## src/rtl/mqmb_pkg.sv

```systemverilog
// Shared codes, widths and handshake structs of the message mailbox.
package mqmb_pkg;

  localparam int OP_W       = 3;
  localparam int ID_W       = 8;
  localparam int ST_W       = 2;
  localparam int CNT_OUT_W  = 5;
  localparam int MSG_PORT_W = 64;

  localparam logic [OP_W-1:0] OP_CREATE  = 3'd0;
  localparam logic [OP_W-1:0] OP_DESTROY = 3'd1;
  localparam logic [OP_W-1:0] OP_SEND    = 3'd2;
  localparam logic [OP_W-1:0] OP_RECEIVE = 3'd3;
  localparam logic [OP_W-1:0] OP_COUNT   = 3'd4;

  localparam logic [ST_W-1:0] ST_OK        = 2'd0;
  localparam logic [ST_W-1:0] ST_NOT_FOUND = 2'd1;
  localparam logic [ST_W-1:0] ST_FULL      = 2'd2;
  localparam logic [ST_W-1:0] ST_NO_SLOT   = 2'd3;

  // Commands from the controller to the datapath.
  typedef struct packed {
    logic            load;       // capture the input beat, start the queue record read
    logic            create;     // make a new queue
    logic            destroy;    // kill the addressed queue
    logic            push;       // append the held message
    logic            pop;        // advance the read pointer, read the message store
    logic            finish;     // register the result beat
    logic            put_id;     // result carries the new queue number
    logic            put_msg;    // result carries the popped message
    logic            put_count;  // result carries the occupancy
    logic [ST_W-1:0] status;
  } mqmb_cmd_t;

  // Status from the datapath to the controller.
  typedef struct packed {
    logic [OP_W-1:0] op;
    logic            id_ok;      // queue number names a live queue
    logic            full;
    logic            empty;
    logic            bank_full;  // every queue number has been handed out
  } mqmb_stat_t;

endpackage

```

## src/rtl/mqmb_ctrl.sv

```systemverilog
// Operation sequencer of the message mailbox.
module mqmb_ctrl (
  input  logic                 clk,
  input  logic                 rst_n,
  input  logic                 start,
  output logic                 busy,
  input  mqmb_pkg::mqmb_stat_t stat,
  output mqmb_pkg::mqmb_cmd_t  cmd
);

  localparam logic [1:0] S_IDLE  = 2'd0;
  localparam logic [1:0] S_EXEC  = 2'd1;
  localparam logic [1:0] S_RDMSG = 2'd2;

  logic [1:0] state_r, state_nxt;

  always_ff @(posedge clk) begin
    if (!rst_n) begin
      state_r <= S_IDLE;
    end else begin
      state_r <= state_nxt;
    end
  end

  assign busy = (state_r != S_IDLE);

  always_comb begin
    state_nxt = state_r;
    cmd       = '0;
    cmd.status = mqmb_pkg::ST_OK;
    unique case (state_r)
      S_IDLE: begin
        if (start) begin
          cmd.load  = 1'b1;
          state_nxt = S_EXEC;
        end
      end
      S_EXEC: begin
        cmd.finish = 1'b1;
        state_nxt  = S_IDLE;
        unique case (stat.op)
          mqmb_pkg::OP_CREATE: begin
            if (stat.bank_full) begin
              cmd.status = mqmb_pkg::ST_NO_SLOT;
            end else begin
              cmd.create = 1'b1;
              cmd.put_id = 1'b1;
            end
          end
          mqmb_pkg::OP_DESTROY: begin
            if (!stat.id_ok) begin
              cmd.status = mqmb_pkg::ST_NOT_FOUND;
            end else begin
              cmd.destroy = 1'b1;
            end
          end
          mqmb_pkg::OP_SEND: begin
            if (!stat.id_ok) begin
              cmd.status = mqmb_pkg::ST_NOT_FOUND;
            end else if (stat.full) begin
              cmd.status = mqmb_pkg::ST_FULL;
            end else begin
              cmd.push = 1'b1;
            end
          end
          mqmb_pkg::OP_RECEIVE: begin
            if (!stat.id_ok || stat.empty) begin
              cmd.status = mqmb_pkg::ST_NOT_FOUND;
            end else begin
              // The payload comes out of the store in the following state, S_RDMSG.
              cmd.pop    = 1'b1;
              cmd.finish = 1'b0;
              state_nxt  = S_RDMSG;
            end
          end
          mqmb_pkg::OP_COUNT: begin
            if (!stat.id_ok) begin
              cmd.status = mqmb_pkg::ST_NOT_FOUND;
            end else begin
              cmd.put_count = 1'b1;
            end
          end
          default: begin
          end
        endcase
      end
      S_RDMSG: begin
        cmd.finish  = 1'b1;
        cmd.put_msg = 1'b1;
        state_nxt   = S_IDLE;
      end
      default: begin
        state_nxt = S_IDLE;
      end
    endcase
  end

endmodule

```

## config.mk

```make
export PLATFORM = sky130hd
export DESIGN_NAME = mqmb_ctrl
export DESIGN_NICKNAME = d
export VERILOG_FILES = /design/src/rtl/mqmb_pkg.sv /design/src/rtl/mqmb_ctrl.sv
export SDC_FILE = /design/constraint.sdc
export NUM_CORES = 1
export LEC_CHECK = 0
export BUFFER_PORTS_ARGS = -buffer_cell sky130_fd_sc_hd__buf_2
export CAP_MARGIN = 20
export CORE_AREA = 2 2 39 41
export DETAILED_ROUTE_END_ITERATION = 10
export DIE_AREA = 0 0 41 43
export PLACE_DENSITY_LB_ADDON = 0.2
export SETUP_SLACK_MARGIN = 0.1
export SLEW_MARGIN = 40
export SYNTH_ARGS = -nofsm -noshare
export SYNTH_HDL_FRONTEND = slang
export SYNTH_SLANG_ARGS = --single-unit
```

## constraint.sdc

```tcl
create_clock -name clk -period 1.6 [get_ports clk]
set_clock_uncertainty 0.15 [all_clocks]
set_input_delay 0.16 -clock clk [delete_from_list [all_inputs] [get_ports clk]]
set_output_delay 0.16 -clock clk [all_outputs]
set_load 0.005 [all_outputs]
```

==> run summary, run 1 <==
Area enclosed by the die boundary -> 1760 um2
Proportion of synthesized chip area in sequential cells -> 12.9%
Worst R2R Start -> state_r[1]
Clock Pin Slew Worst Setup and Hold Paths -> 0.03 ns
Class of the tightest hold or removal check -> in2reg
Highest attainable clock frequency -> 646 MHz
Starting DRT DRC Count -> 1
Setup TNS -> 0 ns
Hold violation count in the final report -> 0
Input/output buffers -> 21
Worst-skew pair later-pin latency -> 0.22 ns
Slew at the pin closest to its max-slew limit -> 0.272 ns
Total clock buffers created by CTS -> 3
Number of placed I/O pins -> 22
DPL Wire Length -> 627 um
Post-synth top area share -> 12.9%
Largest reg by FF count -> state_r
Sum of internal, switching and leakage power -> 254 uW
Max FFs per register -> 2
Average routed wire per standard cell -> 10.3 um
Status -> complete, no violations
End point of the critical path -> cmd[6]
Number of synthesized register bits -> 2
Global-route total usage across every layer -> 8.91%
Total congestion overflow after global routing -> 0
Root buffer cell -> clkbuf_4
Die height -> 43 um
Avg Inst Size Synth -> 7.76 um2
Area of the mapped netlist -> 310 um2
Placeable Area -> 1380 um2
Most frequently used flop master after synthesis -> dfxtp_1
Worst ir drop on vdd -> 0.342 mV
P_sw -> 80.5 uW
Cell count after synthesis -> 40
H-tree levels -> 1
Sink count of the clock tree -> 2
Count of flip-flops with a built-in enable after synthesis -> 0
Highest net fanout along the worst path -> 4
Type of element capturing the critical path -> output pin
Post-route antenna net violation count -> 0
Sw Ratio -> 31.7%
Share of cells above drive strength 1 -> 66.7%
Top post-synthesis cells by area -> dfxtp_1 13%, ha_1 12%, nor4b_4 7.7%, nor4_1 6.0%, buf_4 4.8%
Syn_nets -> 53
Share of the clock period used by the worst path after layout -> 96.8%
Initial Utilization -> 22.4%
TritonRoute pass-1 iters -> 2
Largest net degree at the start of global routing -> 12
Total number of nets in the final design -> 78
Depth of the worst register-to-register path -> 6
Final-report max-slew violation count -> 0
Terminus of the critical flop-to-flop path -> state_r[1]
Commonest cells in the synthesized netlist -> 4 x inv_1, 4 x nand2_1, 3 x ha_1, 3 x nor4_1
Overall routed net length -> 811 um
Number of rows in the core area -> 14
Data required time of the critical path -> 1.29 ns
CP startpoint kind -> flip-flop
Worst reg2reg setup slack -> 0.26 ns
Share of flip-flops with an asynchronous set or reset after synthesis -> 0%
Weighted congestion at the end of routability-driven global placement -> 0.635
Clock group share of total power -> 43.4%
Power per Cell Area -> 461 nW/um2
WS Path Type -> reg2out
Data arrival time of the worst path -> 1.24 ns
Internal cell power -> 173 uW
Relative area change from synthesis to final layout -> 77.4%
Setup repair after global routing missed its margin -> true
Largest registers in the final layout -> state_r x2
Via count of the first global-routing pass -> 286
Clock tree from TritonCTS -> yes
Clock period minus final worst setup slack -> 1.55 ns
# diodes -> 0
Max Cap Violations -> 0
Fillers -> 156
# DRC -> 0
Wire length of the first global-routing pass -> 1100 um
Setup slack at placement -> 0.110 ns
Via count -> 359
Gate power share -> 34.6%
Average vias per placed instance -> 4.54
Number of antenna violations at the first check in global routing -> 0
Total of endpoints with negative setup slack in the final report -> 0
Critical path startpoint -> state_r[1]
Yosys top cell by area -> dfxtp_1
Unique masters post-synth -> 23
Leakage component of the power -> 0.000270 uW
Sequential group share of total power -> 22.0%
Final worst-path setup slack -> 0.0512 ns
Clk buf depth -> 2
Warnings, synthesis -> 0
Floorplan die width -> 41 um
Remaining max-slew budget at the tightest pin -> 81.8%
-- per-layer routing --
layer / global-route usage, % / vias to the layer above / part of all wire (%)
li1: - / 188 / -
met1: 11.5 / 154 / 43
met2: 13.8 / 17 / 50
met3: 3.14 / 0 / 7.6
met4: 2.00 / 0 / 0
met5: 0 / - / 0
-- repair_timing --
item                                    4_1_cts  5_1_grt
endpoints found under the setup margin        8        8
pin swaps                                     3        7
gates resized for setup                      15        5
buffers inserted                              2        1
hold buffers                                  0        0
-- logic make-up after synthesis --
logic type	synth area share [%]
and+or+nand+nor	41.9
AOI/OAI and AO/OA	18.1
DFF	12.9
adders and majority gates	12.1
buffers and inverters	14.9
-- power by group through the flow --
stage / Combinational, uW / Sequential (uW) / Clock, uW
after global placement: 67.6 / 54.9 / 0
final: 87.9 / 55.8 / 110
after CTS: 80.5 / 55.8 / 114
after detailed placement: 67.3 / 55.1 / 0
after global routing: 95.7 / 56.2 / 121
after floorplan: 41.8 / 54.4 / 0
-- worst min-delay path by stage --
stage,from,endpoint,depth (start not counted)
after detailed placement,start,state_r[0],2
after global placement,start,state_r[0],2
after global routing,start,state_r[0],2
after CTS,start,state_r[0],2
final,start,state_r[0],2
after floorplan,rst_n,state_r[1],1
-- per-stage QoR --
step / area (um2) / util (%) / instances / hold slack (ns)
detailed placement: 404 / 29.2 / 73 / 0.262
global placement: 404 / 29.2 / 73 / 0.262
floorplan: 310 / - / 40 / 0.144
CTS: 502 / 36.3 / 78 / 0.0320
finish: 551 / 39.8 / 79 / 0.0336
global route: 551 / 39.8 / 79 / 0.0344
-- worst max-delay path, stage by stage, from the launching register on --
cell and delay, ns:
dfxtp_2 0.32, inv_2 0.07, ha_4 0.17, nand2_4 0.08, nor4b_4 0.23, buf_2 0.15
-- area by class of cell --
cell class | instances | area (um2) | area share [%]
Multi-Input combinational cell | 30 | 320 | 58.2
Inverter | 4 | 15.0 | 2.73
Timing Repair Buffer | 24 | 128 | 23.2
Tap cell | 16 | 20.0 | 3.64
Clock buffer | 3 | 22.5 | 4.09
Sequential cell | 2 | 45.0 | 8.18
-- layout by cell type (no fill, tap or decap) --
| cell type | n |
|---|---|
| buf_2 | 21 |
| nand2_1 | 3 |
| clkbuf_4 | 3 |
| buf_4 | 3 |
| nand2b_4 | 2 |
| nor4b_4 | 2 |
| inv_2 | 2 |
| inv_1 | 2 |
| a31oi_1 | 2 |
| o31ai_1 | 2 |
| nor4_4 | 2 |
| nor2_1 | 2 |
| ha_4 | 2 |
| nand2_4 | 1 |
| nor2b_1 | 1 |
| nor3_2 | 1 |
| nor3b_1 | 1 |
| a21oi_1 | 1 |
| o21ai_0 | 1 |
| nor3_1 | 1 |
| nor4_2 | 1 |
| and2_1 | 1 |
| o211a_1 | 1 |
| nand2b_1 | 1 |
| a31o_1 | 1 |
| ha_1 | 1 |
| dfxtp_4 | 1 |
| dfxtp_2 | 1 |
No activity file was read; power rests on OpenSTA's default activity.
==> inputs of run 2 (changes only) <==
==> constraint.sdc (replaced) <==
create_clock -name clk -period 1.6 [get_ports clk]
set_clock_uncertainty 0.15 [all_clocks]
set_input_delay 0.16 -clock clk [delete_from_list [all_inputs] [get_ports clk]]
set_output_delay 0.16 -clock clk [all_outputs]
set_load 0.02 [all_outputs]
==> run summary, run 2 (synthesis results as in run 1) <==
Total congestion overflow after global routing -> 0 (unchanged)
Clock tree from TritonCTS -> yes
Largest net degree at the start of global routing -> 12 (unchanged)
Area enclosed by the die boundary -> 1760 um2 (unchanged)
Class of the tightest hold or removal check -> in2reg
Setup repair after global routing missed its margin -> true
Largest registers in the final layout -> state_r x2
Type of element capturing the critical path -> output pin
Clk buf depth -> 2 (unchanged)
Floorplan die width -> 41 um (unchanged)
Status -> complete, no violations
Leakage component of the power -> 0.000261 uW (-3.4%)
Final worst-path setup slack -> 0.0307 ns (-0.0205 ns)
Maximum single-stage delay on the critical path -> 0.31 ns (about the same)
Relative area change from synthesis to final layout -> 72.2%
Highest net fanout along the worst path -> 4 (unchanged)
Family with the most delay on the worst path -> flip-flops
Critical path's slowest cell -> dfxtp_2
Via count -> 366 (+1.9%)
Remaining max-slew budget at the tightest pin -> 84.3% (+2.4 points)
Data arrival time of the worst path -> 1.26 ns (+0.02 ns)
Worst-skew pair later-pin latency -> 0.22 ns (about the same)
Series of cell instances along the critical path -> inv_2 > ha_4 > nand2b_4 > nor4_4 > buf_4
Via count of the first global-routing pass -> 284 (-0.70%)
Total clock buffers created by CTS -> 3 (unchanged)
TritonRoute pass-1 iters -> 2 (unchanged)
Max Cap Violations -> 0 (unchanged)
Initial Utilization -> 22.4% (unchanged)
# DRC -> 0 (unchanged)
Number of placed I/O pins -> 22 (unchanged)
Average routed wire per standard cell -> 9.92 um (-3.3%)
Max FFs per register -> 2 (unchanged)
Power per Cell Area -> 480 nW/um2 (+4.2%)
Data required time of the critical path -> 1.29 ns (about the same)
Leading cell type in the layout, fill and taps excluded -> buf_2
Starting DRT DRC Count -> 6 (+5)
Share of the clock period used by the worst path after layout -> 98.1% (+1.3 points)
Total number of nets in the final design -> 78 (unchanged)
CP startpoint kind -> flip-flop
Number of rows in the core area -> 14 (unchanged)
Hold violation count in the final report -> 0 (unchanged)
Input/output buffers -> 21 (unchanged)
Total of endpoints with negative setup slack in the final report -> 0 (unchanged)
Clock period minus final worst setup slack -> 1.57 ns (+0.0205 ns)
Die height -> 43 um (unchanged)
Number of antenna violations at the first check in global routing -> 0 (unchanged)
Overall routed net length -> 784 um (-3.3%)
Leading cell types in the layout, fill and taps excluded -> 14 x buf_2, 10 x buf_4, 3 x nand2_1, 3 x clkbuf_4
WS Path Type -> reg2out
Core utilization of the finished layout -> 38.6% (-1.2 points)
Clock Pin Slew Worst Setup and Hold Paths -> 0.03 ns (about the same)
Post-route antenna net violation count -> 0 (unchanged)
Sink count of the clock tree -> 2 (unchanged)
Global-route total usage across every layer -> 9.82% (+0.91 points)
Slew at the pin closest to its max-slew limit -> 0.236 ns (-0.0364 ns)
Worst ir drop on vdd -> 0.347 mV (+1.3%)
Setup slack at placement -> 0.0901 ns (-0.0200 ns)
H-tree levels -> 1 (unchanged)
Crit path buffers/inverters -> 2 (unchanged)
Average vias per placed instance -> 4.63 (+1.9%)
Share of cells above drive strength 1 -> 65.1% (-1.6 points)
Final-report max-slew violation count -> 0 (unchanged)
# diodes -> 0 (unchanged)
Weighted congestion at the end of routability-driven global placement -> 0.674 (+6.1%)
DPL Wire Length -> 623 um (-0.54%)
Root buffer cell -> clkbuf_4
Largest reg by FF count -> state_r
Highest attainable clock frequency -> 637 MHz (-1.3%)
Placeable Area -> 1380 um2 (unchanged)
Wire length of the first global-routing pass -> 1130 um (+2.4%)
run 2: cell counts in the layout (fill, tap and decap cells not counted):
No cell type changed its count.
run 2: what timing repair did:
action	in CTS	in global routing
gates resized for setup	14	7
pin swaps	5	4
setup buffers	1	2
hold endpoints to repair	0	0
hold buffers	0	0
endpoints found under the setup margin	9	9
run 2: final timing paths:
kind,slack [ns],cells past startpoint,startpoint,endpoint
setup / recovery,0.03,5,state_r[1],cmd[9]
hold / removal,0.04,2,start,state_r[0]
setup reg to reg,0.17,7,state_r[1],state_r[1]
hold reg to reg,0.38,1,state_r[0],state_r[0]
run 2: per-layer routing:
layer / GRT usage (%) / wire length, um
met1: 9.27 / 278
met2: 15.6 / 445
met3: 3.66 / 55
met4: 8.00 / 5
met5: 0 / 0
run 2: final cells by class:
type                            count  area [um2]
Tap cell                           16        20.0
Multi-Input combinational cell     30         287
Fill cell                         149         850
Sequential cell                     2        45.0
Inverter                            4        15.0
Timing Repair Buffer               24         145
Clock buffer                        3        22.5
run 2: power by group:
part	internal [uW]	switching [uW]	total, uW
Combinational	39.3	53.6	92.8
Clock	82.5	26.4	109
Sequential	52.4	2.62	55.0
run 2: metrics by stage:
step	area (um2)	std cells	setup TNS, ns	hold slack, ns	total power [uW]
after global placement	417	73	0	0.263	134
after global routing	534	79	-0.143	0.0397	277
final	534	79	0	0.0363	257
after floorplan	323	40	-0.0917	0.144	107
after CTS	488	77	-0.00869	0.0270	260
after detailed placement	417	73	0	0.266	133
==> inputs of run 3 (changes only) <==
BUFFER_PORTS_ARGS = -buffer_cell sky130_fd_sc_hd__buf_4   (was -buffer_cell sky130_fd_sc_hd__buf_2)
==> run summary, run 3 (synthesis results as in run 1) <==
Core utilization of the finished layout -> 41.0% (+2.4 points)
Number of antenna violations at the first check in global routing -> 0 (unchanged)
CP startpoint kind -> flip-flop
Highest net fanout along the worst path -> 4 (unchanged)
CTS Hold Buffers Added -> 0 (unchanged)
Min-Delay Endpoint -> state_r[1]
Depth of the worst register-to-register path -> 6 (-1)
Clk buf depth -> 2 (unchanged)
Input/output buffers -> 21 (unchanged)
H-tree levels -> 1 (unchanged)
Via count of the first global-routing pass -> 337 (+19%)
Fillers -> 151 (+1.3%)
Final-report max-slew violation count -> 0 (unchanged)
Power per Cell Area -> 473 nW/um2 (-1.6%)
Worst-skew pair later-pin latency -> 0.22 ns (about the same)
Largest registers in the final layout -> state_r x2
Series of cell instances along the critical path -> inv_2 > ha_4 > nand2_4 > nor4b_4 > buf_4
Sequential standard cell area -> 45.0 um2 (unchanged)
Weighted congestion at the end of routability-driven global placement -> 0.682 (+1.2%)
Peak-usage layer in the global routing report -> met2
Sum of internal, switching and leakage power -> 268 uW (+4.6%)
Met3 global-route usage -> 3.14% (-0.52 points)
Initial Utilization -> 22.4% (unchanged)
Family with the most delay on the worst path -> flip-flops
Relative area change from synthesis to final layout -> 83.1%
WS Path Type -> reg2out
Average routed wire per standard cell -> 10.7 um (+7.9%)
Via count -> 359 (-1.9%)
GR met1 Demand/Resource -> 11.5% (+2.2 points)
Final design instance area without fill -> 568 um2 (+6.3%)
Maximum single-stage delay on the critical path -> 0.31 ns (about the same)
Clock tree from TritonCTS -> yes
Hold violation count in the final report -> 0 (unchanged)
Largest net degree at the start of global routing -> 12 (unchanged)
Overall routed net length -> 835 um (+6.5%)
Setup TNS -> 0 ns (unchanged)
Max FFs per register -> 2 (unchanged)
TritonRoute pass-1 iters -> 3 (+1)
Post-route antenna net violation count -> 0 (unchanged)
Status -> complete, no violations
Number of placed I/O pins -> 22 (unchanged)
Sink count of the clock tree -> 2 (unchanged)
Clock Pin Slew Worst Setup and Hold Paths -> 0.03 ns (about the same)
DPL Wire Length -> 629 um (+1.0%)
Share of the clock period used by the worst path after layout -> 97.5% (-0.56 points)
Final worst-path setup slack -> 0.0396 ns (+0.00892 ns)
Hold path startpoint -> rst_n
Number of rows in the core area -> 14 (unchanged)
Remaining max-slew budget at the tightest pin -> 83.9% (-0.34 points)
Setup repair after global routing missed its margin -> true
Total of endpoints with negative setup slack in the final report -> 0 (unchanged)
Slew at the pin closest to its max-slew limit -> 0.239 ns (+0.00330 ns)
Global-route total usage across every layer -> 11.1% (+1.3 points)
Largest reg by FF count -> state_r
Root buffer cell -> clkbuf_4
Data required time of the critical path -> 1.29 ns (about the same)
Class of the tightest hold or removal check -> in2reg
Starting DRT DRC Count -> 2 (-4)
Placeable Area -> 1380 um2 (unchanged)
Highest attainable clock frequency -> 641 MHz (+0.57%)
Clock period minus final worst setup slack -> 1.56 ns (-0.00892 ns)
Total number of nets in the final design -> 77 (-1.3%)
Share of cells above drive strength 1 -> 66.1% (+1.0 points)
Terminus of the critical flop-to-flop path -> state_r[1]
Type of element capturing the critical path -> output pin
Placed cell area -> 469 um2 (+13%)
Leading cell type in the layout, fill and taps excluded -> buf_4
Critical path's slowest cell -> dfxtp_2
Hold path cells -> 2 (unchanged)
Data arrival time of the worst path -> 1.25 ns (about the same)
Worst reg2reg setup slack -> 0.28 ns (+0.11 ns)
Setup slack at placement -> 0.0963 ns (+0.00624 ns)
Total clock buffers created by CTS -> 3 (unchanged)
Average vias per placed instance -> 4.60 (-0.66%)
Area enclosed by the die boundary -> 1760 um2 (unchanged)
Worst R2R Start -> state_r[1]
Worst ir drop on vdd -> 0.395 mV (+14%)
Leakage component of the power -> 0.000265 uW (+1.3%)
Max Cap Violations -> 0 (unchanged)
Multi-input gate area -> 293 um2 (+2.2%)
Die height -> 43 um (unchanged)
# diodes -> 0 (unchanged)
Crit path buffers/inverters -> 2 (unchanged)
Floorplan die width -> 41 um (unchanged)
Total congestion overflow after global routing -> 0 (unchanged)
# DRC -> 0 (unchanged)
Global Route met2 Usage -> 19.7% (+4.1 points)
Leading cell types in the layout, fill and taps excluded -> 23 x buf_4, 3 x nand2_1, 3 x clkbuf_4
Wire length of the first global-routing pass -> 1350 um (+20%)
## run 3: changes by cell type in the layout (fill, tap and decap cells not counted), sizes merged
cell / change
buf: -1
## run 3: worst reg2reg max path, cell delays in order, from the launching register on
cell and delay [ns]:
dfxtp_2 0.31, inv_2 0.07, ha_4 0.17, nand2_4 0.07
nor4b_4 0.22, buf_4 0.15, a31o_1 0.12
## run 3: how the worst max path moves through the flow
stage	startpoint	to	slack [ns]	cells past startpoint
detailed placement	state_r[1]	cmd[2]	0.1	5
floorplan	state_r[1]	cmd[7]	-0.05	4
finish	state_r[1]	cmd[6]	0.04	5
CTS	state_r[1]	cmd[6]	0.008	5
global placement	state_r[0]	cmd[5]	0.14	5
global route	state_r[1]	cmd[6]	-0.04	5
## run 3: area by class of cell
cell class | instances | share of cell area [%]
Timing Repair Buffer | 23 | 30.4
Sequential cell | 2 | 7.93
Multi-Input combinational cell | 30 | 51.5
Inverter | 4 | 2.64
Tap cell | 16 | 3.52
Clock buffer | 3 | 3.96
## run 3: power by group
part | switching, uW | internal [uW] | leakage [uW]
logic | 55.3 | 48.3 | 0.000234
registers | 3.34 | 52.4 | 0.0000175
clock network | 26.5 | 82.6 | 0.0000138
total | 85.1 | 183 | 0.000265
## run 3: timing repair
action,4_1_cts,5_1_grt
endpoints found under the setup margin,9,9
setup buffers,2,0
resized for setup,11,4
pin swaps,3,3
## run 3: through the flow
stage | cells | hold slack (ns)
floorplan | 40 | 0.144
global placement | 73 | 0.252
detailed placement | 73 | 0.252
CTS | 78 | 0.0227
global route | 78 | 0.0213
finish | 78 | 0.0303
## run 3: layer usage
layer	share of wire (%)	wire length, um
met2	55	463
met3	7.5	63
met1	37	308
met5	0	0
met4	0	0
